File: config.mk
export PLATFORM = sky130hd
export DESIGN_NAME = signed_golomb_bit_decoder
export DESIGN_NICKNAME = d
export VERILOG_FILES = /design/src/rtl/sgbd_pkg.sv /design/src/rtl/signed_golomb_bit_decoder.sv
export SDC_FILE = /design/constraint.sdc
export NUM_CORES = 1
export LEC_CHECK = 0
export ABC_AREA = 1
export BUFFER_PORTS_ARGS = -buffer_cell sky130_fd_sc_hd__buf_2
export CAP_MARGIN = 40
export CORE_MARGIN = 10
export CORE_UTILIZATION = 40
export DETAILED_ROUTE_END_ITERATION = 16
export GPL_ROUTABILITY_DRIVEN = 0
export GPL_TIMING_DRIVEN = 0
export SYNTH_ARGS = -nofsm -noshare
export SYNTH_HDL_FRONTEND = slang
export SYNTH_SLANG_ARGS = --single-unit
export TNS_END_PERCENT = 20
File: constraint.sdc
create_clock -name clk -period 12 [get_ports clk]
set_input_delay 1.8 -clock clk [delete_from_list [all_inputs] [get_ports clk]]
set_output_delay 1.8 -clock clk [all_outputs]
set_load 0.01 [all_outputs]
File: src/rtl/sgbd_pkg.sv
`default_nettype none

package sgbd_pkg;

  // Widths fixed by the coded format.
  localparam int M_W   = 16;  // Golomb divisor register
  localparam int REM_W = 16;  // remainder accumulator
  localparam int BL_W  = 4;   // remainder bits still to read (at most 15)
  localparam int B_W   = 5;   // ceil(log2 m), 0 to 16
  localparam int VAL_W = 17;  // signed output value

  localparam logic [M_W-1:0] GOLOMB_M_RESET = 16'd4;

  typedef enum logic [1:0] {
    PH_SIGN,
    PH_UNARY,
    PH_REM,
    PH_EXTRA
  } phase_t;

  // Number of bits needed for m - 1, which is ceil(log2 m) for m >= 1.
  function automatic logic [B_W-1:0] width_b(input logic [M_W-1:0] m_eff);
    logic [M_W-1:0] mm;
    logic [B_W-1:0] b;
    mm = m_eff - M_W'(1);
    b  = '0;
    for (int i = 0; i < M_W; i++) begin
      if (mm[i]) begin
        b = B_W'(i + 1);
      end
    end
    return b;
  endfunction

  // Truncation threshold t = 2^b - m, always below 2^15.
  function automatic logic [REM_W-1:0] thresh_t(input logic [M_W-1:0] m_eff,
                                                input logic [B_W-1:0] b);
    logic [M_W:0] full;
    full = ((M_W+1)'(1) << b) - {1'b0, m_eff};
    return full[REM_W-1:0];
  endfunction

endpackage

`default_nettype wire

File: src/rtl/signed_golomb_bit_decoder.sv
`default_nettype none

// Channel   Direction  Handshake            Payload
// s_*       in         s_tvalid / s_tready  s_tdata[0] = code_bit
// m_*       out        m_tvalid / m_tready  m_tdata[16:0] = decoded_value, m_tuser = overflow
// cfg_*     in         cfg_valid / cfg_ready  cfg_data = golomb_m
//
// One coded bit is taken per cycle unless a stalled m_tready holds the input register;
// a beat is decoded while it sits in the input register, and the result register
// takes the outcome of the beat that closes a codeword when the decode step moves.
// The result register frees its slot in the same cycle it is taken, so a stalled
// m_tready holds the input register and then s_tready.
// Reset (rst, synchronous) returns the decoder to the sign phase with m = 4.
module signed_golomb_bit_decoder
  import sgbd_pkg::*;
#(
  parameter int MAG_BITS = 16
) (
  input  wire logic        clk,
  input  wire logic        rst,
  // Coded bit stream.
  input  wire logic        s_tvalid,
  output logic             s_tready,
  input  wire logic [7:0]  s_tdata,   // [0] code_bit, [7:1] zero
  // Decoded values.
  output logic             m_tvalid,
  input  wire logic        m_tready,
  output logic [23:0]      m_tdata,   // [16:0] decoded_value, [23:17] zero
  output logic [0:0]       m_tuser,   // [0] overflow
  // Divisor register write.
  input  wire logic        cfg_valid,
  output logic             cfg_ready,
  input  wire logic [15:0] cfg_data   // golomb_m
);

  localparam int PROD_W = MAG_BITS + M_W;
  localparam int MAG_W  = MAG_BITS + VAL_W;
  localparam logic [MAG_BITS-1:0] Q_MAX = '1;
  localparam logic [MAG_W-1:0] LIM_FULL = MAG_W'(Q_MAX);

  // Configuration register. Writes are always taken.
  logic [M_W-1:0] golomb_m;
  assign cfg_ready = 1'b1;

  always_ff @(posedge clk) begin
    if (rst) begin
      golomb_m <= GOLOMB_M_RESET;
    end else if (cfg_valid) begin
      golomb_m <= cfg_data;
    end
  end

  // Input register: holds one coded bit waiting to be decoded.
  logic s1_valid;
  logic s1_bit;
  logic s1_adv;

  // The decode step moves only when the result register can take a result.
  assign s1_adv   = s1_valid && (!m_tvalid || m_tready);
  assign s_tready = !s1_valid || s1_adv;

  always_ff @(posedge clk) begin
    if (rst) begin
      s1_valid <= 1'b0;
    end else if (s_tready) begin
      s1_valid <= s_tvalid;
    end
  end

  always_ff @(posedge clk) begin
    if (s_tready && s_tvalid) begin
      s1_bit <= s_tdata[0];
    end
  end

  // Codeword state.
  phase_t               phase, phase_next;
  logic                 sign_flag, sign_flag_next;
  logic [MAG_BITS-1:0]  quotient_count, quotient_count_next;
  logic [REM_W-1:0]     remainder_acc, remainder_acc_next;
  logic [BL_W-1:0]      bits_left, bits_left_next;
  logic                 sat_flag, sat_flag_next;

  // Divisor-derived values; a zero divisor behaves as one.
  logic [M_W-1:0]   m_eff;
  logic [B_W-1:0]   b_cur;
  logic [REM_W-1:0] t_cur;

  assign m_eff = (golomb_m == '0) ? M_W'(1) : golomb_m;
  assign b_cur = width_b(m_eff);
  assign t_cur = thresh_t(m_eff, b_cur);

  logic             emit;
  logic [REM_W:0]   rem;
  logic [REM_W:0]   acc_shift;
  logic [BL_W-1:0]  bl_dec;

  assign acc_shift = {remainder_acc, s1_bit};
  assign bl_dec    = (bits_left == '0) ? '0 : bits_left - BL_W'(1);

  always_comb begin
    phase_next          = phase;
    sign_flag_next      = sign_flag;
    quotient_count_next = quotient_count;
    remainder_acc_next  = remainder_acc;
    bits_left_next      = bits_left;
    sat_flag_next       = sat_flag;
    emit                = 1'b0;
    rem                 = '0;
    unique case (phase)
      PH_SIGN: begin
        sign_flag_next      = s1_bit;
        quotient_count_next = '0;
        remainder_acc_next  = '0;
        bits_left_next      = '0;
        sat_flag_next       = 1'b0;
        phase_next          = PH_UNARY;
      end
      PH_UNARY: begin
        if (s1_bit) begin
          if (quotient_count == Q_MAX) begin
            sat_flag_next = 1'b1;
          end else begin
            quotient_count_next = quotient_count + MAG_BITS'(1);
          end
        end else begin
          remainder_acc_next = '0;
          if (b_cur == '0) begin
            // Divisor of one: the zero closing the unary run ends the codeword.
            emit       = 1'b1;
            phase_next = PH_SIGN;
          end else begin
            bits_left_next = BL_W'(b_cur - B_W'(1));
            if (b_cur != B_W'(1)) begin
              phase_next = PH_REM;
            end else if (t_cur != '0) begin
              emit       = 1'b1;
              phase_next = PH_SIGN;
            end else begin
              phase_next = PH_EXTRA;
            end
          end
        end
      end
      PH_REM: begin
        remainder_acc_next = acc_shift[REM_W-1:0];
        bits_left_next     = bl_dec;
        if (bl_dec == '0) begin
          if (acc_shift[REM_W-1:0] < t_cur) begin
            emit       = 1'b1;
            rem        = {1'b0, acc_shift[REM_W-1:0]};
            phase_next = PH_SIGN;
          end else begin
            phase_next = PH_EXTRA;
          end
        end
      end
      PH_EXTRA: begin
        // Extended remainder; below the threshold it counts as zero.
        emit       = 1'b1;
        rem        = (acc_shift >= {1'b0, t_cur}) ? acc_shift - {1'b0, t_cur} : '0;
        phase_next = PH_SIGN;
      end
      default: begin
        phase_next = PH_SIGN;
      end
    endcase
  end

  always_ff @(posedge clk) begin
    if (rst) begin
      phase          <= PH_SIGN;
      sign_flag      <= 1'b0;
      quotient_count <= '0;
      remainder_acc  <= '0;
      bits_left      <= '0;
      sat_flag       <= 1'b0;
    end else if (s1_adv) begin
      phase          <= phase_next;
      sign_flag      <= sign_flag_next;
      quotient_count <= quotient_count_next;
      remainder_acc  <= remainder_acc_next;
      bits_left      <= bits_left_next;
      sat_flag       <= sat_flag_next;
    end
  end

  // Magnitude = quotient * m + remainder, clipped to the saturation limit.
  logic [PROD_W-1:0] prod;
  logic [MAG_W-1:0]  mag_full;
  logic [MAG_W-1:0]  mag_clip;
  logic              mag_over;
  logic [VAL_W-1:0]  mag_low;
  logic [VAL_W-1:0]  value;

  assign prod     = PROD_W'(quotient_count) * PROD_W'(m_eff);
  assign mag_full = MAG_W'(prod) + MAG_W'(rem);
  assign mag_over = mag_full > LIM_FULL;
  assign mag_clip = mag_over ? LIM_FULL : mag_full;
  assign mag_low  = mag_clip[VAL_W-1:0];
  // A negative zero comes out as zero since 0 - 0 is 0.
  assign value    = sign_flag ? VAL_W'(0) - mag_low : mag_low;

  // Result register.
  logic [VAL_W-1:0] res_value;
  logic             res_over;

  always_ff @(posedge clk) begin
    if (rst) begin
      m_tvalid <= 1'b0;
    end else if (s1_adv && emit) begin
      m_tvalid <= 1'b1;
    end else if (m_tready) begin
      m_tvalid <= 1'b0;
    end
  end

  always_ff @(posedge clk) begin
    if (s1_adv && emit) begin
      res_value <= value;
      res_over  <= sat_flag | mag_over;
    end
  end

  assign m_tdata = {7'd0, res_value};
  assign m_tuser = res_over;

endmodule

`default_nettype wire
---- Word-level counts from Yosys, hierarchy flattened ----
Index checks and enable logic that the tools add are counted.
storage, ports and cells
  register bits after elaboration ......... 77
  input port bits ......................... 29
  output and inout port bits .............. 28
  logic and storage cells ................. 110
cells by class
  $add $sub $neg .......................... 8
  multiply operators ...................... 1
  $lt $le $gt $ge ......................... 3
  equality and inequality tests ........... 11
  shift-type cells ........................ 1
  multiplexer cells ....................... 51
  bitwise gates (word level) .............. 1
  reduce and logical (&&, ||, !) cells .... 22
operators by type and width
  operator                                              count
  two-way mux 16 bit                                    6
  two-way mux 5 bit                                     15
  two-way mux 17 bit                                    3
  case mux 16 bit (3 select lines)                      1
  case mux 17 bit (2 select lines)                      1
  adder 32 x 17 -> 33 bit                               1
  > comparator 33 x 16 -> 1 bit, second input constant  1
  multiplier 16 x 16 -> 32 bit                          1
  case mux 16 bit (2 select lines)                      1
  >= comparator 17 x 16 -> 1 bit                        1
  subtractor 1 x 17 -> 17 bit, first input constant     1
  subtractor 17 x 16 -> 17 bit                          1
  adder 16 x 1 -> 16 bit, second input constant         1
  == test 16 bit, second input constant                 1
  logical NOT 16 bit                                    1
  < comparator 16 bit                                   1
  nonzero test 16 bit                                   1
  left shift 1 x 5 -> 16 bit, first input constant      1
  subtractor 16 x 1 -> 16 bit, second input constant    1
  subtractor 16 bit                                     1
  two-way mux 2 bit                                     6
  two-way mux 4 bit                                     3
  != test 2 bit, second input constant                  6
  case mux 4 bit (3 select lines)                       1
  20 further kinds                                      41

---- Logic depth before layout (Yosys ltp) ----
  depth after elaboration ................. 30
  mapped depth ............................ 80
  gate-level depth less buffers ........... 79

---- Worst setup path before layout ----
Ideal clock, no wire load.
  path type ............................... reg2reg
  start point ............................. register golomb_m[2]
  end point ............................... register res_value[8] (data pin)
  setup time .............................. 0.249 ns
  data arrival time ....................... 9.936 ns
  required time ........................... 11.751 ns
  slack ................................... 1.815 ns
  stages on the path, launching flop included .. 71
  buffers on the path ..................... 2
  period minus slack after synthesis ...... 10.185 ns
  cell sequence ........................... dfxtp_1 > buf_2 > nor2_1 > nand2_1 > nor2_1 > nand2_2 > nand2_4 > inv_2 > ha_1 > nand2_1 > nor2_2 > nand2_1 > xor2_1 > nand3_2 > o21bai_1 > a21oi_1 > inv_1 > ha_1 > (+35 left out) > nand2_2 > nand2_1 > nand2_1 > nand2_1 > nand2_1 > nor2_1 > nand3_1 > nor2_4 > nand2_1 > nor2_1 > ha_1 > nand4_1 > nor2_4 > nand2_1 > nand2_1 > nand2_1 > nand2_1 > inv_1
between the ends
  longest elaborated chain between the ends .. 30
  elaborated cells between the ends (all ways) .. 34
  classes of those cells .................. add/sub: 5; mul: 1; order compare: 3; shift: 1; mux: 23; reduce/logical: 1
ends and longest elaborated chain
  item                              RTL line                          text
  start, declared                   signed_golomb_bit_decoder.sv:42   logic [M_W-1:0] golomb_m;
  start signal, assigned            signed_golomb_bit_decoder.sv:49   golomb_m <= cfg_data;
  logical NOT 16 bit                signed_golomb_bit_decoder.sv:89   assign m_eff = (golomb_m == '0) ? M_W'(1) : golomb_m;
  two-way mux 16 bit (*)            signed_golomb_bit_decoder.sv:89
  subtractor 16 x 1 -> 16 bit       sgbd_pkg.sv:25                    mm = m_eff - M_W'(1);
  two-way mux 1 bit                 sgbd_pkg.sv:28                    if (mm[i]) begin
  two-way mux 5 bit (15 in series)  sgbd_pkg.sv:28
  left shift 1 x 5 -> 16 bit        sgbd_pkg.sv:39                    full = ((M_W+1)'(1) << b) - {1'b0, m_eff};
  subtractor 16 bit                 sgbd_pkg.sv:39
  < comparator 16 bit               signed_golomb_bit_decoder.sv:149  if (acc_shift[REM_W-1:0] < t_cur) begin
  two-way mux 16 bit                signed_golomb_bit_decoder.sv:149
  two-way mux 16 bit                signed_golomb_bit_decoder.sv:148  if (bl_dec == '0) begin
  case mux 17 bit (2 select lines)  signed_golomb_bit_decoder.sv:110  unique case (phase)
  adder 32 x 17 -> 33 bit (*)       signed_golomb_bit_decoder.sv:197  assign mag_full = MAG_W'(prod) + MAG_W'(rem);
  > comparator 33 x 16 -> 1 bit     signed_golomb_bit_decoder.sv:198  assign mag_over = mag_full > LIM_FULL;
  two-way mux 17 bit (*)            signed_golomb_bit_decoder.sv:199  assign mag_clip = mag_over ? LIM_FULL : mag_full;
  subtractor 1 x 17 -> 17 bit       signed_golomb_bit_decoder.sv:202  assign value = sign_flag ? VAL_W'(0) - mag_low : mag_low;
  two-way mux 17 bit (*)            signed_golomb_bit_decoder.sv:202
  named net value[8]                signed_golomb_bit_decoder.sv:194  logic [VAL_W-1:0] value;
  end signal, assigned              signed_golomb_bit_decoder.sv:220  res_value <= value;
  end, declared                     signed_golomb_bit_decoder.sv:205  logic [VAL_W-1:0] res_value;
The timed path passes the listed nets; every way through them passes the cells marked *.
A chain may end at the register's enable or synchronous reset.

---- Worst setup path after layout ----
  start point ............................. register golomb_m[1]
  end point ............................... register res_value[14] (data pin)
The elaborated chain is that of the path after synthesis.

==> run summary <==
Status - finished clean
Layout cell share with drive strength beyond 1 - 0.102
Core Util, Final - 0.447
CP max stage delay - 600 ps
Cell area after layout - 17800 um2
Worst clock skew - 18.3 ps
CTS tree - done
Reg2Reg Depth - 74
Most numerous cell in the Yosys netlist - nand2_1
Antenna-violating nets left - 0
Top FF cell, synth - dfxtp_1
Pint - 557 uW
ANT cells - 0
Die area - 48600 um2
Placed Cells - 2827
Crit-path slowest cell - fa_1
Period utilisation layout - 0.957
Vias per cell - 5.05
Initial antenna violation count - 0
Combinational power share - 0.422
Slew @ Worst Pin - 809 ps
Drt first pass iters - 5
VDD IR max - 0.0661 mV
Startpoint Class - flip-flop
CP Class - reg -> reg
Area Growth Syn to Fin - 10.7%
CP Capture Type - flip-flop
Vias after detailed routing - 14.4k
Clk_lat worst skew - 370 ps
Met1 GRT Util - 0.265
Seq/Total Area, Yosys - 0.108
Overall power - 967 uW
Clock share of power - 0.286
Routed wire length - 46200 um
Final HPWL DP - 38900 um
Num CTS Buffers - 9
Ys async rst share - 0
Max-slew headroom - 0.461
Max-slew violation count - 0
Met2 usage - 0.310
Sw Ratio - 0.424
Hold Path Sink - bits_left[3]$_SDFFE_PP0P_
Register bit total from synthesis - 77
R2r endpoint - res_value[14]$_DFFE_PP_
Mapped Cells - 2255
First-pass GRT wire length - 74400 um
Largest net degree at the start of global routing - 19
Static Leak - 0.00935 uW
Total track usage - 0.192
Crit Path Max Fanout - 10
Hold_buf cts - 0
Starting Density - 0.404
IO Port Bufs - 41
# H-tree levels - 3
Top cells by area, synth - fa_1 (27%), nand2_1 (13%), ha_1 (12%), inv_1 (12%), dfxtp_1 (7.2%)
Clock Path Buffers - 2
Fin nets - 2721
Final worst path period need - 11480 ps
Critical Path RT - 12120 ps
Pwr per Cell Area - 54.4 nW/um2
Placement Rows - 73
Share of total power in sequential cells - 0.291
Reg2Reg Setup Slack - 520 ps
Endpoints failing setup - 0
Routed WL per cell - 16.2 um
DRC - 0
Placed inst area - 16900 um2
Vias in the first global route - 14.1k
Worst setup path start - golomb_m[1]$_SDFFE_PP0P_
Yosys top cell area share - 0.267
Worst Path Arrival - 11600 ps
Reg2reg start - golomb_m[1]$_SDFFE_PP0P_
Hold Path Class - reg -> reg
NetSw - 410 uW
Hold Path Depth - 2
Cell Area, Synth - 16100 um2
Netlist cell types - 56
Fmax - 0.0871 GHz
Hold Startpoint - bits_left[3]$_SDFFE_PP0P_
Core area - 39700 um2
Post-synth EDFFs - 19
Final hold viol count - 0
Fin cells - 2856
Crit-path most repeated cell - nand2_1
DRT iter0 DRCs - 912
Die width - 220 um
GRT Max-Usage Layer - met2
Ys Warns - 0
Root buffer cell - clkbuf_16
Grt total ovfl - 0
Cell taking the most area after synthesis - fa_1
CTS clk-pin slew, worst paths - 70 ps
Syn_area_per_cell - 7.12 um2
Post-synth top cells - nand2_1 (570), inv_1 (501), fa_1 (214), ha_1 (152), nor2_1 (130)
Met3 Use GR - 0.0261
Die Ht - 220 um
Max cap viols - 0
Io pins - 57
CTS Sinks - 77
## power by group through the flow
| stage | Combinational, uW | Clock (uW) | Sequential, uW |
|---|---|---|---|
| finish | 409 | 277 | 282 |
| global route | 453 | 295 | 282 |
| CTS | 370 | 284 | 281 |
| detailed placement | 365 | 0 | 287 |
| global placement | 360 | 0 | 287 |
| floorplan | 273 | 0 | 285 |
## kinds of logic after synthesis
family,Yosys count,share of synthesized area
and+or+nand+nor,907,0.244
buffers and inverters,599,0.144
adders and majority gates,366,0.385
AOI/OAI and AO/OA,243,0.0843
DFF,77,0.108
xor gates and xnor gates,61,0.0333
other,2,0.000468
## layout make-up
class,instances,area (um2)
Multi-Input combinational cell,1585,12400
Tap cell,525,657
Clock buffer,9,225
Timing Repair Buffer,55,310
Clock inverter,7,62.6
Fill cell,4026,22000
Buffer,91,440
Inverter,507,1910
Sequential cell,77,1730
## stage by stage
stage	hold slack (ps)	TNS, ps	setup WS (ps)
2_1_floorplan	436	0	1820
6_report	500	0	517
3_5_place_dp	488	-2870	-448
5_1_grt	518	-1310	-195
3_3_place_gp	474	-2140	-368
4_1_cts	496	0	9.54
## per-layer routing
layer,share of wire,up-vias
li1,-,6986
met1,0.46,6920
met3,0.057,70
met5,0,-
met2,0.46,454
met4,0.024,0
## worst max-delay path, delay by kind of cell (launching register included)
family / cells / cell delay [ps]
and+or+nand+nor: 47 / 4910
adders and majority gates: 9 / 3610
buffers and inverters: 11 / 1230
AOI/OAI and AO/OA: 6 / 970
DFF: 1 / 310
xor gates and xnor gates: 1 / 180
## state kept, by name, summed over array words and instances (netlist names), 2 cells and up
signal and flops:
quotient_count 16, remainder_acc 16, golomb_m 16, res_value 17, bits_left 4, phase 2
## worst max-delay path by stage
stage	endpoint	slack, ps	depth (start not counted)
6_report	res_value[14]$_DFFE_PP_	520	74
5_1_grt	res_value[16]$_DFFE_PP_	-190	74
4_1_cts	res_value[16]$_DFFE_PP_	10	73
3_5_place_dp	res_value[16]$_DFFE_PP_	-450	63
3_3_place_gp	res_value[16]$_DFFE_PP_	-370	65
2_1_floorplan	res_value[8]$_DFFE_PP_	1820	70
## placed cells by master, fill, tap and decap left out, types with 7 or more instances in the layout
cell / n
a21oi_1: 97
fa_1: 208
clkbuf_1: 54
nand4_1: 29
nand3b_1: 7
buf_1: 16
o21ai_2: 7
o21ai_0: 65
o21ai_1: 11
nand2_1: 557
buf_2: 45
nand2_2: 17
edfxtp_1: 19
nand3_2: 9
a211oi_1: 8
nor3_1: 24
nand3_1: 81
inv_1: 497
clkbuf_16: 9
dfxtp_1: 58
a21oi_2: 15
o21bai_1: 9
xor2_1: 42
nor2_4: 15
xnor2_1: 15
ha_1: 141
inv_2: 7
buf_4: 24
conb_1: 8
nor2_1: 114
nor2_2: 23
## timing repair
action                     4_1_cts  5_1_grt
buffers inserted                 2       12
gates resized for setup         13      113
setup endpoints to repair       14       18
pin swaps                        2       28
Note: power is estimated with default switching activity, not from simulation.
